File: config.mk
export PLATFORM = sky130hd
export DESIGN_NAME = jtum_ctrl
export DESIGN_NICKNAME = d
export VERILOG_FILES = /design/src/rtl/jtum_pkg.sv /design/src/rtl/jtum_ctrl.sv
export SDC_FILE = /design/constraint.sdc
export NUM_CORES = 1
export LEC_CHECK = 0
export BUFFER_PORTS_ARGS = -buffer_cell sky130_fd_sc_hd__buf_2
export CAP_MARGIN = 0
export CORE_AREA = 2 2 39 41
export CTS_CLUSTER_SIZE = 25
export DETAILED_ROUTE_END_ITERATION = 10
export DIE_AREA = 0 0 41 43
export HOLD_SLACK_MARGIN = 0.15
export SLEW_MARGIN = 40
export SYNTH_ARGS = -nofsm -noshare
export SYNTH_HDL_FRONTEND = slang
export SYNTH_SLANG_ARGS = --single-unit
File: constraint.sdc
create_clock -name i_clk -period 1.3 [get_ports i_clk]
set_clock_uncertainty 0.2 [all_clocks]
set_input_delay 0.195 -clock i_clk [delete_from_list [all_inputs] [get_ports i_clk]]
set_output_delay 0.195 -clock i_clk [all_outputs]
set_load 0.05 [all_outputs]
File: src/rtl/jtum_pkg.sv
// shared types and constants for the job trace utilisation monitor
package jtum_pkg;

    localparam logic [1:0]  MODE_RECORD = 2'd0;
    localparam logic [1:0]  MODE_QUERY  = 2'd1;
    localparam logic [1:0]  MODE_CLEAR  = 2'd2;

    localparam logic [31:0] DUR_CAP     = 32'hffff_fffe;
    localparam logic [16:0] Q16_ONE     = 17'd65536;
    localparam int          Q_STEPS     = 16;
    localparam int          QCNT_W      = 4;

    localparam int          IN_DATA_W   = 152;
    localparam int          IN_USER_W   = 2;
    localparam int          OUT_DATA_W  = 184;

    typedef enum logic [2:0] {
        ST_IDLE,
        ST_RD_OLD,
        ST_UPDATE,
        ST_RD_OLDEST,
        ST_SPAN,
        ST_CHECK,
        ST_DIV,
        ST_OUT
    } t_state;

    typedef struct packed {
        logic        stolen;
        logic [15:0] prio;
        logic [31:0] dur;
        logic [63:0] start;
    } t_slot;

    typedef struct packed {
        logic in_ready;
        logic rd_cur;
        logic do_update;
        logic span_calc;
        logic util_chk;
        logic div_step;
        logic load_out;
    } t_cmd;

    typedef struct packed {
        logic in_valid;
        logic is_record;
        logic need_div;
        logic div_last;
        logic out_free;
    } t_stat;

endpackage

File: src/rtl/jtum_ctrl.sv
// sequencing state machine for the utilisation monitor
module jtum_ctrl (
    input  logic           i_clk,
    input  logic           i_rst_n,
    input  jtum_pkg::t_stat i_stat,
    output jtum_pkg::t_cmd  o_cmd
);
    import jtum_pkg::*;

    t_state r_state;
    t_state n_state;

    always_ff @(posedge i_clk) begin
        if (!i_rst_n) begin
            r_state <= ST_IDLE;
        end else begin
            r_state <= n_state;
        end
    end

    always_comb begin
        n_state = r_state;
        case (r_state)
            ST_IDLE: begin
                if (i_stat.in_valid) n_state = ST_RD_OLD;
            end
            ST_RD_OLD: begin
                n_state = i_stat.is_record ? ST_UPDATE : ST_RD_OLDEST;
            end
            ST_UPDATE:    n_state = ST_RD_OLDEST;
            ST_RD_OLDEST: n_state = ST_SPAN;
            ST_SPAN:      n_state = ST_CHECK;
            ST_CHECK: begin
                n_state = i_stat.need_div ? ST_DIV : ST_OUT;
            end
            ST_DIV: begin
                if (i_stat.div_last) n_state = ST_OUT;
            end
            ST_OUT: begin
                if (i_stat.out_free) n_state = ST_IDLE;
            end
            default:      n_state = ST_IDLE;
        endcase
    end

    always_comb begin
        o_cmd = '0;
        case (r_state)
            ST_IDLE:      o_cmd.in_ready  = 1'b1;
            ST_RD_OLD:    o_cmd.rd_cur    = 1'b1;
            ST_UPDATE:    o_cmd.do_update = 1'b1;
            ST_RD_OLDEST: o_cmd.rd_cur    = 1'b1;
            ST_SPAN:      o_cmd.span_calc = 1'b1;
            ST_CHECK:     o_cmd.util_chk  = 1'b1;
            ST_DIV:       o_cmd.div_step  = 1'b1;
            ST_OUT:       o_cmd.load_out  = i_stat.out_free;
            default:      o_cmd = '0;
        endcase
    end

endmodule

==> flow_metrics.env, run 1 <==
export IMPL_status="finished, violations left"
export IMPL_violations="negative setup slack"
export IMPL_routed_wl_um=775
export IMPL_vias_per_cell=4.29
export IMPL_path_class="reg2out"
export IMPL_place_hpwl_um=554
export IMPL_yosysSeqAreaShare_pct=27.4
export IMPL_synth_area_per_cell_um2=7.30
export IMPL_crit_top_cell="buf_6"
export IMPL_ff2ff_setup_slack_ns=0.04
export IMPL_final_nets=65
export IMPL_cp_max_fo=7
export IMPL_drtAntennaViolNets=0
export IMPL_ys_top_cells_by_area="dfxtp_1 (27%), nor3b_1 (10%), o2111ai_2 (6.9%)"
export IMPL_hold_ws_ns=0.174
export IMPL_dp_cells=63
export IMPL_setup_viol=7
export IMPL_synth_top_cell_by_area="dfxtp_1"
export IMPL_num_rows=14
export IMPL_cp_end_kind="primary output"
export IMPL_drc=0
export IMPL_synth_compound_area_share_pct=22.3
export IMPL_cts_buffer_depth=2
export IMPL_wl_per_cell_um=10.6
export IMPL_vdd_drop_max_mv=0.407
export IMPL_start_util_pct=15.8
export IMPL_io_pins=14
export IMPL_cts_made_buffers=3
export IMPL_critPathLaunchType="register"
export IMPL_largest_reg_flops=3
export IMPL_grt_pass1_vias=310
export IMPL_synth_warning_count=0
export IMPL_htreeDepth=1
export IMPL_cts_tree="built"
export IMPL_vias=313
export IMPL_gp_congestion=0.800
export IMPL_post_route_min_period_ns=1.48
export IMPL_grtUsageTotal_pct=11.5
export IMPL_worstPathRequired_ns=0.90
export IMPL_cp_arrival_ns=1.09
export IMPL_slew_viol_final=0
export IMPL_synth_adder_area_share_pct=0
export IMPL_max_slew_margin_rel_pct=86.7
export IMPL_p_per_area_nw_per_um2=1160
export IMPL_die_w_um=41
export IMPL_core_area_um2=1380
export IMPL_synthCells=30
export IMPL_antenna_cells=0
export IMPL_tightest_slew_ns=0.197
export IMPL_hold_path_class="in2reg"
export IMPL_cp_cell_sequence="buf_6 > nor3b_4 > buf_6"
export IMPL_synthXorXnorAreaFrac_pct=0
export IMPL_top_register="r_state"
export IMPL_die_h_um=43
export IMPL_cpPeakStageDelay_ns=0.36
export IMPL_reg_top3="r_state (3)"
export IMPL_synth_top_family_by_area="simple AND/OR/NAND/NOR gates"
export IMPL_clk_latency_ns=0.24
export IMPL_synthSimpleGateAreaFrac_pct=38.9
export IMPL_die_area_um2=1760
export IMPL_rsz0062_at_grt="yes"
export IMPL_grt_max_degree=9
export IMPL_fmax_ghz=0.674
export IMPL_dr_pass1_iters=4
export IMPL_synth_area_um2=219
export IMPL_layout_drive_gt1_share_pct=66.7
export IMPL_fin_crit_sh_pct=114
export IMPL_utilization_pct=42.0
export IMPL_yosys_register_bits=3
export IMPL_grt_pass1_wl_um=1300
export IMPL_gr_total_overflow=0
export IMPL_clkSinkCount=3
export IMPL_drt_iter0_drc=2
export IMPL_port_buffers=13
export IMPL_setup_slack_ns=-0.183
export IMPL_clk_pin_slew_worst_paths_ns=0.04
export IMPL_total_power_uw=673
export IMPL_synth_cell_types=18
export IMPL_final_cells=73
export IMPL_final_hold_violation_count=0
export IMPL_cap_violations=0
export IMPL_syn2layout_area_growth_pct=166
export IMPL_syn_nets=37
export IMPL_synth_top_cell_area_share_pct=27.4
export IMPL_slowest_stage="dfxtp_4"
export IMPL_p_leak_uw=0.000249
export IMPL_antenna_found_initial=0
export IMPL_yosys_mux_area_fraction_pct=0
export IMPL_root_buffer="clkbuf_4"
==> path summary, 6_finish.rpt <==
check / cells past startpoint / start / end
worst max-delay path: 3 / r_state[1]$_SDFFE_PN0P_ / o_cmd[3]
worst max register to register: 3 / r_state[1]$_SDFFE_PN0P_ / r_state[0]$_SDFFE_PN0P_
worst min-delay path: 4 / i_stat[4] / r_state[0]$_SDFFE_PN0P_
worst min register to register: 2 / r_state[1]$_SDFFE_PN0P_ / r_state[1]$_SDFFE_PN0P_
==> where the power goes <==
group / switching (µW) / total (µW) / internal [µW]
sequential: 35.6 / 146 / 110
combinational: 172 / 353 / 181
clock: 58.3 / 174 / 116
total: 266 / 673 / 406
==> worst max-delay path: cells and delay by family, from the launching register on <==
kind | cells | cell delay [ns]
AND/OR/NAND/NOR | 1 | 0.18
buffers and inverters | 2 | 0.30
flip-flops | 1 | 0.36
==> metrics by stage <==
step,area [µm²],worst slack [ns],setup TNS (ns)
6_report,582,-0.183,-0.984
5_1_grt,582,-0.232,-1.34
4_1_cts,558,-0.193,-1.08
3_5_place_dp,414,-0.0488,-0.139
3_3_place_gp,414,-0.0420,-0.107
2_1_floorplan,298,-0.0718,-0.145
==> kinds of logic (layout without fill, tap and decap cells) <==
kind of cell,count (synthesis),after routing
simple gates,16,16
compound gates,6,6
buf+inv,5,32
flops,3,3
==> synthesized netlist by cell type <==
library cell	number
nand2b_1	1
buf_4	1
nor2b_1	1
dfxtp_1	3
nor3b_1	3
and3_1	1
o2111ai_2	1
o211ai_2	1
nor3_1	1
nor2_1	3
buf_2	2
a21oi_1	1
a31oi_1	1
o21ai_0	2
inv_1	2
or3_1	1
nand3_1	2
nand2_1	3
==> what timing repair did <==
action                                 CTS  global route
hold buffers                             5             0
cloned                                   0             0
setup endpoints to repair                8             8
gates resized for setup                 20             7
setup buffers                            1             0
pin swaps                                2             2
endpoints found under the hold margin    3             0
==> cell type report <==
| class | count | area, µm² |
|---|---|---|
| timing repair buffer | 26 | 254 |
| clock buffer | 4 | 26.3 |
| sequential | 3 | 71.3 |
| fill | 137 | 802 |
| inverter | 2 | 7.51 |
| multi-input combinational | 22 | 203 |
| tap | 16 | 20.0 |
==> cells in the final DEF (no fill, tap or decap), drive strengths merged, types with 2 or more instances in the layout <==
cell type,synthesis,routed
nand2,3,3
nand3,2,2
nor2,3,3
o21ai,2,2
buf,3,21
clkbuf,0,4
dlygate4sd3,0,5
dfxtp,3,3
inv,2,2
nor3b,3,3
==> layer usage <==
metal | up-vias | part of all wire [%] | global-route usage (%)
met3 | 2 | 5.5 | 4.71
li1 | 159 | - | -
met2 | 14 | 54 | 19.1
met5 | - | 0 | 0
met4 | 0 | 1.9 | 8.00
met1 | 138 | 38 | 10.6
No activity file was read; power rests on OpenSTA's default activity.
==> run 2: changes to the inputs <==
BUFFER_PORTS_ARGS = default   (was -buffer_cell sky130_fd_sc_hd__buf_2)
DONT_BUFFER_PORTS = 1   (was default)
SETUP_SLACK_MARGIN = 0.1   (was default)
==> run 2 against run 1 <==
  * The flow finishes with violations (negative hold slack, negative setup slack)
  * Sequential share of layout area rose by 0.053 points
  * Via count decreased by 12%
  * Setup slack improved by 0.0024 ns
  * Cell count down 11%
  * Non-clock buffer count shrank 8
  * First-iteration DRC count fell by 100%
  * Clock power decreased by 7%
  * Combinational power up 3%
  * Sequential cell count unchanged
  * Largest cell class unchanged
==> flow_metrics.env, run 2 (synthesis gave the netlist of run 1 again) <==
export IMPL_final_hold_violation_count=1
export IMPL_dp_cells=54
export IMPL_routed_wl_um=787
export IMPL_final_common_cell="buf_12"
export IMPL_worstRegToRegCells=3
export IMPL_hold_path_startpoint="i_stat[0]"
export IMPL_hold_path_class="in2reg"
export IMPL_port_buffers=0
export IMPL_drtAntennaViolNets=0
export IMPL_top_register="r_state"
export IMPL_clkSinkCount=3
export IMPL_cp_max_fo=8
export IMPL_slew_viol_final=0
export IMPL_cts_buffer_depth=2
export IMPL_status="finished, violations left"
export IMPL_cts_made_buffers=3
export IMPL_r2r_start="r_state[1]$_SDFFE_PN0P_"
export IMPL_antenna_cells=0
export IMPL_hold_ws_ns=-0.0496
export IMPL_grt_pass1_wl_um=1260
export IMPL_grt_pass1_vias=286
export IMPL_cp_arrival_ns=1.09
export IMPL_dp_slack_ns=-0.00807
export IMPL_io_pins=14
export IMPL_cap_violations=0
export IMPL_layout_common_cells="buf_12 (6), dlygate4sd3_1 (4), buf_6 (4), buf_4 (4)"
export IMPL_cp_end_kind="primary output"
export IMPL_gr_total_overflow=0
export IMPL_hold_buffers=4
export IMPL_timing_rr_end="r_state[0]$_SDFFE_PN0P_"
export IMPL_setup_viol=7
export IMPL_grtUsageTotal_pct=11.2
export IMPL_vias_per_cell=4.25
export IMPL_core_area_um2=1380
export IMPL_fin_crit_sh_pct=114
export IMPL_drc=0
export IMPL_grt_max_degree=10
export IMPL_critPathLaunchType="register"
export IMPL_p_per_area_nw_per_um2=1180
export IMPL_dr_pass1_iters=1
export IMPL_wl_per_cell_um=12.1
export IMPL_rsz0062_at_grt="yes"
export IMPL_syn2layout_area_growth_pct=165
export IMPL_path_class="reg2out"
export IMPL_vias=276
export IMPL_drt_iter0_drc=0
export IMPL_clk_latency_ns=0.23
export IMPL_min_to="r_state[1]$_SDFFE_PN0P_"
export IMPL_cts_tree="built"
export IMPL_final_cells=65
export IMPL_vdd_drop_max_mv=0.674
export IMPL_worstPathRequired_ns=0.90
export IMPL_reg_top3="r_state (3)"
export IMPL_violations="negative hold slack, negative setup slack"
export IMPL_start_util_pct=15.8
export IMPL_root_buffer="clkbuf_4"
export IMPL_htreeDepth=1
export IMPL_p_leak_uw=0.000227
export IMPL_layout_drive_gt1_share_pct=71.4
export IMPL_ff2ff_setup_slack_ns=0.03
export IMPL_die_w_um=41
export IMPL_clk_pin_slew_worst_paths_ns=0.04
export IMPL_max_slew_margin_rel_pct=86.9
export IMPL_final_nets=57
export IMPL_setup_slack_ns=-0.181
export IMPL_num_rows=14
export IMPL_die_area_um2=1760
export IMPL_antenna_found_initial=0
export IMPL_gp_congestion=0.765
export IMPL_place_hpwl_um=528
export IMPL_post_route_min_period_ns=1.48
export IMPL_fmax_ghz=0.675
export IMPL_largest_reg_flops=3
export IMPL_hold_depth=2
export IMPL_tightest_slew_ns=0.195
export IMPL_die_h_um=43
==> run 2: cell types whose count changed in the layout (fill, tap and decap cells not counted), sizes merged <==
cell / change
dlygate4sd3: -1
buf: -7
==> run 2: critical path: stages (launching register included) <==
cell	delay, ns
dfxtp_4	0.38
buf_6	0.13
nor3_4	0.19
buf_12	0.16
==> run 2: worst max-delay path by stage <==
| stage | start | to | slack (ns) | cells after the start |
|---|---|---|---|---|
| 2_1_floorplan | r_state[1]$_SDFFE_PN0P_ | o_cmd[4] | -0.07 | 2 |
| 3_3_place_gp | r_state[2]$_SDFFE_PN0P_ | r_state[0]$_SDFFE_PN0P_ | 0.02 | 3 |
| 3_5_place_dp | r_state[1]$_SDFFE_PN0P_ | o_cmd[0] | -0.008 | 3 |
| 4_1_cts | r_state[0]$_SDFFE_PN0P_ | o_cmd[6] | -0.19 | 3 |
| 5_1_grt | r_state[2]$_SDFFE_PN0P_ | o_cmd[6] | -0.22 | 3 |
| 6_report | r_state[2]$_SDFFE_PN0P_ | o_cmd[6] | -0.18 | 3 |
==> run 2: per-stage QoR <==
stage	total power [µW]	setup TNS (ns)	util, %	area (µm²)	hold WS (ns)
final	682	-0.877	41.9	579	-0.0496
after global routing	720	-1.15	41.9	579	-0.0378
after CTS	672	-0.954	40.8	564	-0.0520
after detailed placement	468	-0.00807	33.1	458	0.135
after global placement	463	0	33.1	458	0.132
after floorplan	352	-0.148	-	318	0.126
==> run 2: report_power, final <==
part	leakage (µW)	switching [µW]	total, µW	internal (µW)
Combinational	0.000185	170	364	194
Sequential	0.0000267	47.0	157	110
Clock	0.0000150	46.4	161	115
Total	0.000227	263	682	419
==> run 2: cell type report <==
class,instances,area [µm²]
clock buffers,4,26.3
fillers,135,805
inverters,2,7.51
multi-input cells,22,219
flip-flops and latches,3,71.3
well taps,16,20.0
repair buffers,18,235
==> run 2: what timing repair did <==
action                                 CTS  global route
cloned                                   0             0
pin swaps                                4             2
setup endpoints to repair                8             9
gates resized for setup                  8             3
endpoints found under the hold margin    3             3
buffers inserted                         2             2
==> run 2: layer usage <==
metal	track usage, %	vias up	wire, µm
li1	-	143	-
met3	7.33	2	45
met2	16.9	10	444
met4	6.00	0	21
met5	0	-	0
met1	11.3	121	275
==> run 3: changes to the inputs <==
CTS_BUF_LIST = sky130_fd_sc_hd__clkbuf_8   (was default)
==> run 3 against run 2 <==
  * Via count is 4.0% higher
  * Setup slack better by 0.027 ns
  * Clock power is 59% higher
  * Worst hold slack better by 0.021 ns
  * Largest cell class unchanged
  * Die area stayed put
  * Non-clock buffer count is 2 higher
  * Critical path type unchanged
  * The flow still finishes with violations (negative hold slack, negative setup slack)
  * Sequential power is 5% lower
==> flow_metrics.env, run 3 (synthesis gave the netlist of run 1 again) <==
export IMPL_setup_slack_ns=-0.153
export IMPL_multiInputGateArea_um2=221
export IMPL_layout_drive_gt1_share_pct=72.5
export IMPL_p_leak_uw=0.000262
export IMPL_post_route_min_period_ns=1.45
export IMPL_drc=0
export IMPL_cp_end_kind="primary output"
export IMPL_die_area_um2=1760
export IMPL_grt_max_degree=9
export IMPL_gr_total_overflow=0
export IMPL_hold_path_class="in2reg"
export IMPL_antenna_found_initial=0
export IMPL_drt_iter0_drc=2
export IMPL_largest_reg_flops=3
export IMPL_clk_pin_slew_worst_paths_ns=0.03
export IMPL_fill_cells=116
export IMPL_wl_per_cell_um=12.2
export IMPL_num_rows=14
export IMPL_htreeDepth=1
export IMPL_timing_rr_end="r_state[0]$_SDFFE_PN0P_"
export IMPL_startpoint="r_state[1]$_SDFFE_PN0P_"
export IMPL_tightest_slew_ns=0.247
export IMPL_hold_path_startpoint="i_stat[0]"
export IMPL_drtAntennaViolNets=0
export IMPL_cp_depth=3
export IMPL_path_class="reg2out"
export IMPL_grtUsageTotal_pct=11.4
export IMPL_cap_violations=0
export IMPL_die_h_um=43
export IMPL_path_delay_family="flip-flops"
export IMPL_regArea_um2=71.3
export IMPL_crit_top_cell="buf_12"
export IMPL_slew_viol_final=0
export IMPL_cp_num_buf_inv=2
export IMPL_grt_pass1_wl_um=1260
export IMPL_place_hpwl_um=528
export IMPL_routed_wl_um=818
export IMPL_fin_crit_sh_pct=112
export IMPL_critPathLaunchType="register"
export IMPL_gp_congestion=0.765
export IMPL_cts_made_buffers=3
export IMPL_ff2ff_setup_slack_ns=-0.01
export IMPL_dp_slack_ns=-0.00807
export IMPL_violations="negative hold slack, negative setup slack"
export IMPL_final_nets=59
export IMPL_max_slew_margin_rel_pct=83.4
export IMPL_clk_latency_ns=0.21
export IMPL_p_per_area_nw_per_um2=1270
export IMPL_final_common_cell="buf_12"
export IMPL_dr_pass1_iters=2
export IMPL_cp_cell_sequence="buf_12 > nor3b_4 > buf_12"
export IMPL_fin_tns_setup_ns=-0.799
export IMPL_final_hold_violation_count=1
export IMPL_rsz0062_at_grt="yes"
export IMPL_vias=287
export IMPL_port_buffers=0
export IMPL_fmax_ghz=0.688
export IMPL_io_pins=14
export IMPL_root_buffer="clkbuf_8"
export IMPL_cts_buffer_depth=2
export IMPL_setup_viol=8
export IMPL_slowest_stage="dfxtp_4"
export IMPL_vias_per_cell=4.28
export IMPL_cts_tree="built"
export IMPL_hold_buffers=4
export IMPL_cpPeakStageDelay_ns=0.35
export IMPL_grt_pass1_vias=282
export IMPL_die_w_um=41
export IMPL_core_area_um2=1380
export IMPL_worstRegToRegCells=4
export IMPL_cp_max_fo=4
export IMPL_syn2layout_area_growth_pct=190
export IMPL_antenna_cells=0
export IMPL_r2r_start="r_state[1]$_SDFFE_PN0P_"
export IMPL_layout_common_cells="buf_12 (7), buf_6 (5), buf_4 (4)"
export IMPL_start_util_pct=15.8
export IMPL_vdd_drop_max_mv=0.969
export IMPL_worstSetupEndpoint="o_cmd[3]"
export IMPL_cp_arrival_ns=1.06
export IMPL_utilization_pct=45.8
export IMPL_status="finished, violations left"
export IMPL_hold_ws_ns=-0.0282
export IMPL_worstPathRequired_ns=0.90
export IMPL_top_register="r_state"
export IMPL_reg_top3="r_state (3)"
export IMPL_clkSinkCount=3
-- run 3: area by class of cell --
type	count	share of cell area, %
Clock buffer	3	6.51
Clock inverter	1	0.592
Inverter	2	1.18
Multi-Input combinational cell	22	34.9
Sequential cell	3	11.2
Tap cell	16	3.16
Timing Repair Buffer	20	42.4
-- run 3: where the power goes --
part / total (µW) / switching, µW / internal [µW]
clock: 256 / 55.3 / 200
sequential: 149 / 38.5 / 110
combinational: 402 / 183 / 219
-- run 3: worst min path at each step --
stage                                          to  slack [ns]  cells past startpoint
after detailed placement  r_state[1]$_SDFFE_PN0P_        0.14                      2
after global placement    r_state[1]$_SDFFE_PN0P_        0.13                      2
after CTS                 r_state[1]$_SDFFE_PN0P_       -0.03                      2
after global routing      r_state[1]$_SDFFE_PN0P_       -0.01                      2
final                     r_state[1]$_SDFFE_PN0P_       -0.03                      2
after floorplan           r_state[1]$_SDFFE_PN0P_        0.13                      2
-- run 3: what timing repair did --
item,CTS,global route
endpoints found under the hold margin,3,2
resized for setup,9,6
buffers inserted,4,2
cloned,0,0
pin swaps,5,7
setup endpoints to repair,8,10
-- run 3: stage by stage --
stage | cell area, µm² | power (µW) | std cells
final | 634 | 807 | 67
after global routing | 634 | 846 | 67
after CTS | 612 | 801 | 66
after detailed placement | 458 | 468 | 54
after global placement | 458 | 463 | 54
after floorplan | 318 | 352 | 30
-- run 3: metal layers --
layer	vias to the layer above	global-route usage (%)	routed length [µm]
met3	2	6.81	47
met1	124	11.6	302
met2	12	17.2	441
met4	0	6.67	27
met5	-	0	0
li1	149	-	-
